==> src/sv/cfr_pkg.sv <==
// Shared types, codes and default sizes for the clock frame replacer.
// Used by the controller, the datapath, the top level and the checker.
package cfr_pkg;

   localparam int FRAMES_DEFAULT = 64;
   localparam int OPCODE_W = 2;
   localparam int INDEX_W  = 6;
   localparam int KIND_W   = 2;
   localparam int STATUS_W = 2;
   localparam int ACTION_W = 2;

   typedef enum logic [OPCODE_W-1:0] {
      OP_INSERT = 2'd0,
      OP_REMOVE = 2'd1,
      OP_ACCESS = 2'd2,
      OP_EVICT  = 2'd3
   } opcode_type;

   typedef enum logic [STATUS_W-1:0] {
      ST_DONE  = 2'd0,
      ST_EMPTY = 2'd1,
      ST_BAD   = 2'd2,
      ST_SPARE = 2'd3
   } status_type;

   typedef enum logic [ACTION_W-1:0] {
      ACT_NONE      = 2'd0,
      ACT_SWAP      = 2'd1,
      ACT_WRITEBACK = 2'd2,
      ACT_DROP      = 2'd3
   } action_type;

   localparam logic [KIND_W-1:0] KIND_FILE = 2'd1;
   localparam logic [KIND_W-1:0] KIND_ANON = 2'd2;

   typedef struct packed {
      logic              valid;
      logic              refd;
      logic              dirty;
      logic [KIND_W-1:0] kind;
   } flags_type;

   typedef enum logic [2:0] {
      FLAG_NONE, FLAG_INSERT, FLAG_ACCESS, FLAG_CLRREF, FLAG_ZERO
   } flag_op_type;

   typedef enum logic [1:0] {
      CUR_HOLD, CUR_IDX, CUR_HEAD, CUR_FOLLOW
   } cur_sel_type;

   typedef enum logic [2:0] {
      RES_HOLD, RES_DONE, RES_EMPTY, RES_BAD, RES_VICTIM
   } res_sel_type;

   typedef enum logic [1:0] {
      LINK_NONE, LINK_INSERT, LINK_UNLINK
   } link_op_type;

   typedef struct packed {
      logic        accept;
      logic        clear;
      flag_op_type flag_op;
      cur_sel_type cur_sel;
      res_sel_type res_sel;
      link_op_type link_op;
      logic        steps_load;
      logic        steps_dec;
   } cmd_type;

   typedef struct packed {
      opcode_type op;
      logic       clr_last;
      logic       idx_bad;
      logic       count_zero;
      logic       steps_zero;
      logic       fl_valid;
      logic       fl_refd;
   } stat_type;

endpackage

==> src/sv/cfr_ram.sv <==
// Generic single-write, single-read RAM with registered read data.
// Depends on nothing.
module cfr_ram #(
   parameter int WIDTH = 8,
   parameter int DEPTH = 64
) (
   input  logic                     clock,
   input  logic                     wr_en,
   input  logic [$clog2(DEPTH)-1:0] wr_addr,
   input  logic [WIDTH-1:0]         wr_data,
   input  logic [$clog2(DEPTH)-1:0] rd_addr,
   output logic [WIDTH-1:0]         rd_data
);

   logic [WIDTH-1:0] mem_ff [DEPTH];
   logic [WIDTH-1:0] rd_data_ff;

   always_ff @(posedge clock) begin
      if (wr_en) begin
         mem_ff[wr_addr] <= wr_data;
      end
      rd_data_ff <= mem_ff[rd_addr];
   end

   assign rd_data = rd_data_ff;

endmodule

==> src/sv/cfr_datapath.sv <==
// Frame table storage, list pointers and result registers.
// Depends on cfr_pkg and cfr_ram; driven by commands from cfr_ctrl.
module cfr_datapath #(
   parameter int FRAMES = cfr_pkg::FRAMES_DEFAULT
) (
   input  logic                           clock,
   input  logic                           reset,
   input  logic [cfr_pkg::OPCODE_W-1:0]   req_opcode,
   input  logic [cfr_pkg::INDEX_W-1:0]    req_frame_index,
   input  logic [cfr_pkg::KIND_W-1:0]     req_page_kind,
   input  logic                           req_is_write,
   input  cfr_pkg::cmd_type               cmd,
   output cfr_pkg::stat_type              stat,
   output logic [cfr_pkg::STATUS_W-1:0]   rsp_status,
   output logic [cfr_pkg::INDEX_W-1:0]    rsp_victim_frame,
   output logic [cfr_pkg::ACTION_W-1:0]   rsp_victim_action,
   output logic [cfr_pkg::KIND_W-1:0]     rsp_victim_new_kind
);

   localparam int AW = $clog2(FRAMES);
   localparam int CW = $clog2(FRAMES + 1);
   localparam int SW = $clog2(2 * FRAMES + 2);

   cfr_pkg::opcode_type              op_ff;
   logic [cfr_pkg::INDEX_W-1:0]      idx_ff;
   logic [cfr_pkg::KIND_W-1:0]       kind_ff;
   logic                             wr_ff;
   logic [AW-1:0]                    cur_ff, cur_in;
   logic [AW-1:0]                    head_ff, head_in;
   logic [AW-1:0]                    tail_ff, tail_in;
   logic [CW-1:0]                    count_ff, count_in;
   logic [SW-1:0]                    steps_ff;
   logic [AW-1:0]                    clr_ff;
   cfr_pkg::status_type              status_ff;
   logic [cfr_pkg::INDEX_W-1:0]      vframe_ff;
   cfr_pkg::action_type              vaction_ff;
   logic [cfr_pkg::KIND_W-1:0]       vkind_ff;

   cfr_pkg::flags_type               fl_rd, fl_wdata;
   logic                             fl_we;
   logic [AW-1:0]                    fl_waddr;
   logic [AW-1:0]                    next_rd, prev_rd;
   logic                             next_we, prev_we;
   logic [AW-1:0]                    next_waddr, next_wdata, prev_waddr, prev_wdata;
   logic                             at_head, at_tail;
   cfr_pkg::action_type              act;
   logic [cfr_pkg::KIND_W-1:0]       nkind;

   assign at_head = (cur_ff == head_ff);
   assign at_tail = (cur_ff == tail_ff);

   always_comb begin
      fl_we    = 1'b1;
      fl_waddr = cur_ff;
      fl_wdata = fl_rd;
      case (cmd.flag_op)
         cfr_pkg::FLAG_INSERT: begin
            fl_wdata = '{valid: 1'b1, refd: 1'b0, dirty: 1'b0, kind: kind_ff};
         end
         cfr_pkg::FLAG_ACCESS: begin
            fl_wdata.refd  = 1'b1;
            fl_wdata.dirty = fl_rd.dirty | wr_ff;
         end
         cfr_pkg::FLAG_CLRREF: begin
            fl_wdata.refd = 1'b0;
         end
         cfr_pkg::FLAG_ZERO: begin
            fl_wdata = '0;
         end
         default: begin
            fl_we = 1'b0;
         end
      endcase
      if (cmd.clear) begin
         fl_we    = 1'b1;
         fl_waddr = clr_ff;
         fl_wdata = '0;
      end
   end

   always_comb begin
      next_we    = 1'b0;
      prev_we    = 1'b0;
      next_waddr = prev_rd;
      next_wdata = next_rd;
      prev_waddr = next_rd;
      prev_wdata = prev_rd;
      head_in    = head_ff;
      tail_in    = tail_ff;
      count_in   = count_ff;
      case (cmd.link_op)
         cfr_pkg::LINK_INSERT: begin
            next_we    = (count_ff != '0);
            prev_we    = 1'b1;
            next_waddr = tail_ff;
            next_wdata = cur_ff;
            prev_waddr = cur_ff;
            prev_wdata = tail_ff;
            if (count_ff == '0) begin
               head_in = cur_ff;
            end
            tail_in  = cur_ff;
            count_in = count_ff + 1'b1;
         end
         cfr_pkg::LINK_UNLINK: begin
            next_we  = !at_head;
            prev_we  = !at_tail;
            if (at_head) begin
               head_in = next_rd;
            end
            if (at_tail) begin
               tail_in = prev_rd;
            end
            count_in = count_ff - 1'b1;
            if (count_in == '0) begin
               head_in = '0;
               tail_in = '0;
            end
         end
         default: begin
         end
      endcase
   end

   always_comb begin
      case (cmd.cur_sel)
         cfr_pkg::CUR_IDX:    cur_in = AW'(req_frame_index);
         cfr_pkg::CUR_HEAD:   cur_in = head_ff;
         cfr_pkg::CUR_FOLLOW: cur_in = at_tail ? head_ff : next_rd;
         default:             cur_in = cur_ff;
      endcase
   end

   always_comb begin
      if (fl_rd.kind == cfr_pkg::KIND_FILE) begin
         act   = fl_rd.dirty ? cfr_pkg::ACT_WRITEBACK : cfr_pkg::ACT_DROP;
         nkind = cfr_pkg::KIND_FILE;
      end else begin
         act   = cfr_pkg::ACT_SWAP;
         nkind = cfr_pkg::KIND_ANON;
      end
   end

   always_ff @(posedge clock) begin
      if (reset) begin
         head_ff  <= '0;
         tail_ff  <= '0;
         count_ff <= '0;
         clr_ff   <= '0;
      end else begin
         head_ff  <= head_in;
         tail_ff  <= tail_in;
         count_ff <= count_in;
         if (cmd.clear) begin
            clr_ff <= clr_ff + 1'b1;
         end
      end
      cur_ff <= cur_in;
      if (cmd.accept) begin
         op_ff   <= cfr_pkg::opcode_type'(req_opcode);
         idx_ff  <= req_frame_index;
         kind_ff <= req_page_kind;
         wr_ff   <= req_is_write;
      end
      if (cmd.steps_load) begin
         steps_ff <= SW'({count_ff, 1'b1});
      end else if (cmd.steps_dec) begin
         steps_ff <= steps_ff - 1'b1;
      end
      case (cmd.res_sel)
         cfr_pkg::RES_DONE, cfr_pkg::RES_EMPTY, cfr_pkg::RES_BAD: begin
            status_ff  <= (cmd.res_sel == cfr_pkg::RES_DONE)  ? cfr_pkg::ST_DONE :
                          (cmd.res_sel == cfr_pkg::RES_EMPTY) ? cfr_pkg::ST_EMPTY :
                                                                cfr_pkg::ST_BAD;
            vframe_ff  <= '0;
            vaction_ff <= cfr_pkg::ACT_NONE;
            vkind_ff   <= '0;
         end
         cfr_pkg::RES_VICTIM: begin
            status_ff  <= cfr_pkg::ST_DONE;
            vframe_ff  <= cfr_pkg::INDEX_W'(cur_ff);
            vaction_ff <= act;
            vkind_ff   <= nkind;
         end
         default: begin
         end
      endcase
   end

   cfr_ram #(.WIDTH($bits(cfr_pkg::flags_type)), .DEPTH(FRAMES)) u_flags (
      .clock   (clock),
      .wr_en   (fl_we),
      .wr_addr (fl_waddr),
      .wr_data (fl_wdata),
      .rd_addr (cur_in),
      .rd_data (fl_rd)
   );

   cfr_ram #(.WIDTH(AW), .DEPTH(FRAMES)) u_next (
      .clock   (clock),
      .wr_en   (next_we),
      .wr_addr (next_waddr),
      .wr_data (next_wdata),
      .rd_addr (cur_in),
      .rd_data (next_rd)
   );

   cfr_ram #(.WIDTH(AW), .DEPTH(FRAMES)) u_prev (
      .clock   (clock),
      .wr_en   (prev_we),
      .wr_addr (prev_waddr),
      .wr_data (prev_wdata),
      .rd_addr (cur_in),
      .rd_data (prev_rd)
   );

   assign stat.op         = op_ff;
   assign stat.clr_last   = (clr_ff == AW'(FRAMES - 1));
   assign stat.idx_bad    = (int'(idx_ff) >= FRAMES);
   assign stat.count_zero = (count_ff == '0);
   assign stat.steps_zero = (steps_ff == '0);
   assign stat.fl_valid   = fl_rd.valid;
   assign stat.fl_refd    = fl_rd.refd;

   assign rsp_status          = status_ff;
   assign rsp_victim_frame    = vframe_ff;
   assign rsp_victim_action   = vaction_ff;
   assign rsp_victim_new_kind = vkind_ff;

endmodule

==> src/sv/cfr_ctrl.sv <==
// Sequencing state machine for the clock frame replacer.
// Depends on cfr_pkg; issues commands to cfr_datapath and reads its status.
module cfr_ctrl (
   input  logic               clock,
   input  logic               reset,
   input  logic               req_valid,
   output logic               req_stall,
   output logic               rsp_valid,
   input  logic               rsp_stall,
   input  cfr_pkg::stat_type  stat,
   output cfr_pkg::cmd_type   cmd
);

   typedef enum logic [2:0] {
      S_CLEAR, S_IDLE, S_LOOK, S_CHK, S_UNLINK, S_ERD, S_ECHK, S_RESP
   } state_type;

   state_type state_ff, state_in;

   always_comb begin
      state_in = state_ff;
      cmd      = '{accept: 1'b0, clear: 1'b0, flag_op: cfr_pkg::FLAG_NONE,
                   cur_sel: cfr_pkg::CUR_HOLD, res_sel: cfr_pkg::RES_HOLD,
                   link_op: cfr_pkg::LINK_NONE, steps_load: 1'b0, steps_dec: 1'b0};
      case (state_ff)
         S_CLEAR: begin
            cmd.clear = 1'b1;
            if (stat.clr_last) begin
               state_in = S_IDLE;
            end
         end
         S_IDLE: begin
            if (req_valid) begin
               cmd.accept  = 1'b1;
               cmd.cur_sel = cfr_pkg::CUR_IDX;
               state_in    = S_LOOK;
            end
         end
         S_LOOK: begin
            if (stat.op == cfr_pkg::OP_EVICT) begin
               if (stat.count_zero) begin
                  cmd.res_sel = cfr_pkg::RES_EMPTY;
                  state_in    = S_RESP;
               end else begin
                  cmd.cur_sel    = cfr_pkg::CUR_HEAD;
                  cmd.steps_load = 1'b1;
                  state_in       = S_ERD;
               end
            end else if (stat.idx_bad) begin
               cmd.res_sel = cfr_pkg::RES_BAD;
               state_in    = S_RESP;
            end else begin
               state_in = S_CHK;
            end
         end
         S_CHK: begin
            state_in = S_RESP;
            if ((stat.op == cfr_pkg::OP_INSERT) == stat.fl_valid) begin
               cmd.res_sel = cfr_pkg::RES_BAD;
            end else begin
               cmd.res_sel = cfr_pkg::RES_DONE;
               case (stat.op)
                  cfr_pkg::OP_INSERT: begin
                     cmd.flag_op = cfr_pkg::FLAG_INSERT;
                     cmd.link_op = cfr_pkg::LINK_INSERT;
                  end
                  cfr_pkg::OP_ACCESS: begin
                     cmd.flag_op = cfr_pkg::FLAG_ACCESS;
                  end
                  default: begin
                     state_in = S_UNLINK;
                  end
               endcase
            end
         end
         S_UNLINK: begin
            cmd.flag_op = cfr_pkg::FLAG_ZERO;
            cmd.link_op = cfr_pkg::LINK_UNLINK;
            state_in    = S_RESP;
         end
         S_ERD: begin
            state_in = S_ECHK;
         end
         S_ECHK: begin
            if (stat.steps_zero) begin
               cmd.res_sel = cfr_pkg::RES_EMPTY;
               state_in    = S_RESP;
            end else begin
               cmd.steps_dec = 1'b1;
               if (stat.fl_refd) begin
                  cmd.flag_op = cfr_pkg::FLAG_CLRREF;
                  cmd.cur_sel = cfr_pkg::CUR_FOLLOW;
                  state_in    = S_ERD;
               end else begin
                  cmd.res_sel = cfr_pkg::RES_VICTIM;
                  state_in    = S_UNLINK;
               end
            end
         end
         S_RESP: begin
            if (!rsp_stall) begin
               state_in = S_IDLE;
            end
         end
         default: begin
            state_in = S_IDLE;
         end
      endcase
   end

   always_ff @(posedge clock) begin
      if (reset) begin
         state_ff <= S_CLEAR;
      end else begin
         state_ff <= state_in;
      end
   end

   assign req_stall = (state_ff != S_IDLE);
   assign rsp_valid = (state_ff == S_RESP);

endmodule

==> src/sv/clock_frame_replacer_core.sv <==
// Clock (second-chance) frame replacer: top level joining controller and datapath.
// Path from the accepting edge to the result word: insert, access and absent or present frame
// pass LOOK and CHK; remove adds UNLINK; a bad index or an evict on an empty table leaves from
// LOOK; evict passes ERD and ECHK per frame and UNLINK, at most 2*entries+1 frames examined.
// Throughput: one word at a time; the next word is taken the cycle after the result leaves.
// Reset: synchronous, active high; a clearing pass over all FRAMES entries follows. Uses cfr_pkg.
module clock_frame_replacer_core #(
   parameter int FRAMES = cfr_pkg::FRAMES_DEFAULT
) (
   input  logic                         clock,
   input  logic                         reset,
   input  logic                         req_valid,
   output logic                         req_stall,
   input  logic [cfr_pkg::OPCODE_W-1:0] req_opcode,
   input  logic [cfr_pkg::INDEX_W-1:0]  req_frame_index,
   input  logic [cfr_pkg::KIND_W-1:0]   req_page_kind,
   input  logic                         req_is_write,
   output logic                         rsp_valid,
   input  logic                         rsp_stall,
   output logic [cfr_pkg::STATUS_W-1:0] rsp_status,
   output logic [cfr_pkg::INDEX_W-1:0]  rsp_victim_frame,
   output logic [cfr_pkg::ACTION_W-1:0] rsp_victim_action,
   output logic [cfr_pkg::KIND_W-1:0]   rsp_victim_new_kind
);

   cfr_pkg::cmd_type  cmd;
   cfr_pkg::stat_type stat;

   cfr_ctrl u_ctrl (
      .clock     (clock),
      .reset     (reset),
      .req_valid (req_valid),
      .req_stall (req_stall),
      .rsp_valid (rsp_valid),
      .rsp_stall (rsp_stall),
      .stat      (stat),
      .cmd       (cmd)
   );

   cfr_datapath #(.FRAMES(FRAMES)) u_datapath (
      .clock               (clock),
      .reset               (reset),
      .req_opcode          (req_opcode),
      .req_frame_index     (req_frame_index),
      .req_page_kind       (req_page_kind),
      .req_is_write        (req_is_write),
      .cmd                 (cmd),
      .stat                (stat),
      .rsp_status          (rsp_status),
      .rsp_victim_frame    (rsp_victim_frame),
      .rsp_victim_action   (rsp_victim_action),
      .rsp_victim_new_kind (rsp_victim_new_kind)
   );

endmodule

==> config.mk <==
export PLATFORM = sky130hd
export DESIGN_NAME = clock_frame_replacer_core
export DESIGN_NICKNAME = d
export VERILOG_FILES = /design/src/sv/cfr_pkg.sv /design/src/sv/cfr_ram.sv /design/src/sv/cfr_datapath.sv /design/src/sv/cfr_ctrl.sv /design/src/sv/clock_frame_replacer_core.sv
export SDC_FILE = /design/constraint.sdc
export NUM_CORES = 2
export LEC_CHECK = 0
export BUFFER_PORTS_ARGS = -buffer_cell sky130_fd_sc_hd__buf_2
export CORE_AREA = 2 2 346 348
export DETAILED_ROUTE_END_ITERATION = 10
export DIE_AREA = 0 0 348 350
export PLACE_DENSITY_LB_ADDON = 0.25
export SYNTH_ARGS = -nofsm -noshare
export SYNTH_HDL_FRONTEND = slang
export SYNTH_HIERARCHICAL = 1
export SYNTH_SLANG_ARGS = --single-unit
==> constraint.sdc <==
create_clock -name clock -period 11.4 [get_ports clock]
set_input_delay 0 -clock clock [delete_from_list [all_inputs] [get_ports clock]]
set_output_delay 0 -clock clock [all_outputs]
set_load 0.05 [all_outputs]
Yosys cells after proc, flatten, opt, wreduce, memory -nomap -nowiden
Memories as Yosys holds them, arrays and structs flattened. A register that Yosys moved wholly into a read port is not among the register bits.
Cells that the tools add are included.
{ "classes": {"add_sub_neg": 4, "eq_ne": 34, "mux": 75, "bitwise": 1, "reduce_logical": 19} }
{ "op_table": {"columns": ["cell", "count"], "rows": [
  ["two-way mux 6 bit", 9],
  ["one-hot mux 6 bit (2 select lines)", 3],
  ["two-way mux 2 bit", 13],
  ["two-way mux 3 bit", 8],
  ["one-hot mux 2 bit (2 select lines)", 6],
  ["one-hot mux 3 bit (8 select lines)", 1],
  ["two-way mux 1 bit", 20],
  ["== test 3 x 2 -> 1 bit (second input constant)", 6],
  ["== test 3 bit (second input constant)", 6],
  ["one-hot mux 3 bit (3 select lines)", 2],
  ["one-hot mux 6 bit (3 select lines)", 1],
  ["two-way mux 8 bit", 2],
  ["logical NOT 7 bit", 2],
  ["one-hot mux 7 bit (2 select lines)", 1],
  ["== test 6 bit", 2],
  ["== test 2 bit (second input constant)", 5],
  ["two-way mux 5 bit", 2],
  ["one-hot mux 1 bit (2 select lines)", 5],
  ["== test 3 x 1 -> 1 bit (second input constant)", 3],
  ["!= test 3 x 1 -> 1 bit (second input constant)", 3],
  ["logical NOT 8 bit", 1],
  ["!= test 2 bit (second input constant)", 4],
  ["subtractor 8 x 1 -> 8 bit (second input constant)", 1],
  ["adder 7 x 1 -> 7 bit (second input constant)", 1],
  ["18 further kinds", 26]
]} }
{ "totals": {"regBits": 59, "ramBits": 1088, "in_bits": 15, "out_inout_bits": 14, "elab_cells": 151, "n_memories": 3} }
{ "mem_list": {"columns": ["name", "depth", "word_bits", "rd", "rd_ports_with_merged_regs", "wr", "line_no", "text"], "rows": [
  ["u_datapath.u_next.mem_ff", 64, 6, 1, 1, 1, "cfr_ram.sv:15", "logic [WIDTH-1:0] mem_ff [DEPTH];"],
  ["u_datapath.u_prev.mem_ff", 64, 6, 1, 1, 1, "cfr_ram.sv:15", null],
  ["u_datapath.u_flags.mem_ff", 64, 5, 1, 1, 1, "cfr_ram.sv:15", null]
]} }

Logic depth before layout (Yosys ltp)
{ "logic_depth": {"depth_word": 10, "mapped_depth": 20, "depth_no_buf": 16} }

Modules after synthesis
Netlist, hierarchy kept.
{ "modules_own_cells": {"columns": ["mod", "n_inst", "cells_each", "area_each_um2", "seq_area_each_um2"], "rows": [
  ["cfr_ram (u_datapath.u_next ...)", 2, 720, 15225.9, 11651.2],
  ["cfr_ram (u_datapath.u_flags)", 1, 610, 12768.5, 9709.3],
  ["cfr_datapath", 1, 377, 3399.5, 1331.3],
  ["cfr_ctrl", 1, 62, 409.1, 60.1]
]} }

Least setup slack after synthesis
No wires, ideal clock.
{ "synth_path": {"path_type": "reg2reg", "startpoint": "register u_datapath.steps_ff[1]", "endpoint": "register u_datapath.u_flags.rd_data_ff[0], in the netlist u_datapath/u_flags/rd_data[0], read port of u_datapath.u_flags.mem_ff", "setup_ns": 0.127, "arrival_ns": 4.436, "required_ns": 11.273, "slack_ns": 6.837, "path_stages_with_launch": 20, "synth_period_minus_slack_ns": 4.563, "path_cell_list": "edfxtp_1 -> inv_1 -> ha_1 -> nand2_1 -> or3_1 -> nor3_1 -> nor3_1 -> nand2_1 -> o21ai_0 -> buf_1 -> o21ai_1 -> mux2i_1 -> a21oi_1 -> buf_6 -> buf_6 -> buf_4 -> mux4_2 -> a22oi_1 -> a31oi_1 -> or3_1"} }
{ "synth_lines": {"columns": ["item", "line_no", "text"], "rows": [
  ["start: declaration", "cfr_datapath.sv:32", "logic [SW-1:0] steps_ff;"],
  ["start signal: assignment", "cfr_datapath.sv:166", "steps_ff <= SW'({count_ff, 1'b1});"],
  ["start signal: assignment", "cfr_datapath.sv:168", "steps_ff <= steps_ff - 1'b1;"],
  ["end: declaration", "cfr_ram.sv:16", "logic [WIDTH-1:0] rd_data_ff;"]
]} }

==> flow_summary.json <==
{
  "layout-drive-gt1-share_pct": 20.9,
  "die_x_um": 348,
  "ant_nets": 0,
  "crit_required_ps": 11980,
  "critPathArrivalTime_ps": 7030,
  "clock_skew_ps": 51.8,
  "max_stage_delay_ps": 740,
  "antenna_found_initial": 6,
  "cts_buffers": 116,
  "yosys-top-cells-area": "edfxtp_1 (71%), mux4_2 (11%), dfxtp_1 (2.2%), nor2_1 (1.9%), mux4_1 (1.5%)",
  "n_antenna_cell": 0,
  "vias": 23885,
  "ys_types": 77,
  "yosysWarnings": 6,
  "period_needed_ps": 6450,
  "tightest_slew_ps": 1180,
  "synthToLayoutAreaGrowth_pct": 11.7,
  "clock-sinks": 1163,
  "insertion_delay_ps": 720,
  "synth-xor-area-share_pct": 0.559,
  "synth_compound_area_share_pct": 4.00,
  "hold_class": "in -> reg",
  "synth_seq_area_share_pct": 73.2,
  "cp_cell_sequence": "inv_1 > ha_1 > nand2_1 > or3_1 > nor3_1 > nor3_1 > nand2_1 > o21ai_1 > o21ai_1 > mux2i_1 > a21oi_4 > buf_4 > buf_4 > mux4_1 > mux2_2 > o221ai_1 > a31oi_1 > or3_1",
  "synth_enable_flop_cells": 1111,
  "drv_cap": 0,
  "postCtsSetupRepairBufs": 0,
  "holdWs_ps": 267,
  "clock_path_buffers": 3,
  "synthesis.nets": 2513,
  "finalMaxSlewViolations": 0,
  "drcViolationCount": 0,
  "yosys-top-cells-count": "edfxtp_1 (1111), nor2_1 (244), mux4_2 (240)",
  "p_leak_nw": 16.2,
  "avgRoutedWirePerCell_um": 25.6,
  "die_h_um": 350,
  "path_max_fanout": 43,
  "synthArstFlopShare_pct": 0,
  "first_pass_iters": 6,
  "track_usage_pct": 17.5,
  "synth_top_area_cell": "edfxtp_1",
  "cts_root_buf": "clkbuf_16",
  "grt_max_degree": 138,
  "dp.cells": 3946,
  "drt-total-wl_um": 107000,
  "num_rows": 126,
  "synth_top_family_by_area": "multiplexers",
  "overflow": 0,
  "synth.mux.area_fraction_pct": 15.0,
  "path_class": "reg -> reg",
  "drt_iter0_markers": 2380,
  "nNetsFinal": 2566,
  "synth_seq_cells": 1163,
  "h-tree-depth": 3,
  "avgSynthCellArea_um2": 18.9,
  "peakVddDrop_mv": 0.198,
  "setup_viol": 0,
  "outcome": "finished, final reports clean",
  "clk_pin_slew_ps": 60,
  "worst_setup_path_start_kind": "flip-flop",
  "synthAdderAreaFrac_pct": 0.239,
  "initial_core_util_pct": 39.9,
  "first_global_vias": 24209,
  "yosysMostFrequentCell": "edfxtp_1",
  "finalHoldViolations": 0,
  "vias_per_cell": 5.72,
  "stdcell_count": 4173,
  "p_per_area_nw_per_um2": 239,
  "ys.flop_type": "edfxtp_1",
  "slew_headroom_pct": 21.2,
  "grt_pass1_wl_um": 158000,
  "place_congestion": 0.806,
  "rsz0062_at_grt": "no",
  "cp-end-kind": "flip-flop",
  "synth_top_area_share_pct": 70.9,
  "cts_tree": "done",
  "io_pins": 29,
  "fillers": 9937,
  "fmax_mhz": 155,
  "synth_area_um2": 47000,
  "fp.dieArea_um2": 122000,
  "synthSimpleGateAreaFrac_pct": 5.08,
  "timing.setup.tns_ps": 0,
  "dp_hpwl_um": 64200,
  "syn-instance-count": 2489,
  "core_area_um2": 118000,
  "crit_slowest_cell": "buf_4",
  "period_share_pct": 56.6,
  "portBuffers": 28
}
## flip-flops by register name (all words and copies together), names as in the netlist
signal and cells:
u_ctrl/state_ff 3, u_datapath/clr_ff 6, u_datapath/count_ff 7, u_datapath/cur_ff 6, u_datapath/head_ff 6, u_datapath/kind_ff 2, u_datapath/op_ff 2, u_datapath/rsp_status 2
u_datapath/rsp_victim_action 1, u_datapath/rsp_victim_frame 6, u_datapath/rsp_victim_new_kind 2, u_datapath/steps_ff 8, u_datapath/tail_ff 6, u_datapath/u_flags/mem_ff 320, u_datapath/u_flags/rd_data 5, u_datapath/u_next/mem_ff 384
u_datapath/u_next/rd_data 6, u_datapath/u_prev/mem_ff 384, u_datapath/u_prev/rd_data 6, u_datapath/wr_ff 1
## cell type report
class,count,area [um2],share of cell area [%]
repair buffers,75,566,1.08
flip-flops and latches,1163,34400,65.5
inverters,17,63.8,0.121
well taps,1536,1920,3.66
clock buffers,149,3120,5.95
multi-input cells,1169,11800,22.5
clock inverters,64,627,1.19
## critical path: cells and delay by family (launching register included)
kind | cells | cell delay, ps
mux | 3 | 1210
buf+inv | 3 | 1530
fa+ha+maj | 1 | 180
flops | 1 | 380
compound gates | 5 | 1290
simple gates | 6 | 1670
## worst paths after layout
check | start | end | slack, ps | cells after the start
setup reg to reg | u_datapath/steps_ff[1] | u_datapath/u_flags/rd_data[3] | 4950 | 18
hold reg to reg | u_datapath/clr_ff[5] | u_datapath/clr_ff[5] | 500 | 2
setup / recovery | u_datapath/steps_ff[1] | u_datapath/u_flags/rd_data[3] | 4950 | 18
hold / removal | req_frame_index[5] | u_datapath/cur_ff[5] | 270 | 4
## metal layers
| layer | wire length [um] | vias up | global-route usage [%] |
|---|---|---|---|
| li1 | - | 10276 | - |
| met1 | 45800 | 12586 | 24.5 |
| met2 | 50600 | 847 | 27.6 |
| met3 | 7810 | 170 | 3.52 |
| met4 | 2640 | 6 | 5.40 |
| met5 | 34 | - | 0 |
## repair_timing
action,4_1_cts,5_1_grt
endpoints found under the hold margin,32,0
resized for setup,0,0
hold buffers,14,0
## logic make-up (layout without fill, tap and decap cells)
| group | count (synthesis) | in the layout |
|---|---|---|
| AO/OA/AOI/OAI | 269 | 269 |
| XOR/XNOR | 30 | 30 |
| adder cells (fa/ha/maj) | 9 | 9 |
| buffers and inverters | 157 | 305 |
| flip-flops | 1163 | 1163 |
| multiplexers | 357 | 357 |
| other | 1 | 1 |
| AND/OR/NAND/NOR | 503 | 503 |
## report_power, final
part	total [mW]	internal, mW	switching, mW	leakage, nW
Combinational	3.56	1.38	2.18	3.96
Sequential	5.24	5.14	0.0969	10.4
Clock	3.75	2.16	1.59	1.84
## stage by stage
| step | total power [mW] | util [%] | instance area [um2] | setup WS [ps] |
|---|---|---|---|---|
| 6_report | 12.5 | 44.6 | 52500 | 4950 |
| 5_1_grt | 13.0 | 44.6 | 52500 | 4360 |
| 4_1_cts | 12.7 | 44.6 | 52500 | 4850 |
| 3_5_place_dp | 8.92 | 41.3 | 48700 | 4860 |
| 3_3_place_gp | 8.86 | 41.3 | 48700 | 5090 |
| 2_1_floorplan | 7.83 | - | 47000 | 6840 |
## placed cells by master (no fill, tap or decap), drive strengths merged, types with 20 or more instances in the layout
cell    synthesis  layout
nor3           24      24
o22ai          40      40
clkbuf         64     149
nand3          32      32
edfxtp       1111    1111
nand2          63      63
o221ai         25      25
xnor2          20      20
mux2i          44      44
nor2          244     244
a211oi         20      20
o21ai          41      41
a21oi          50      50
nand2b         27      27
dfxtp          52      52
clkinv          0      47
mux2           47      47
buf            75      61
mux4          266     266
nor2b          29      29
inv            17      21
(Power assumes the default switching activity.)
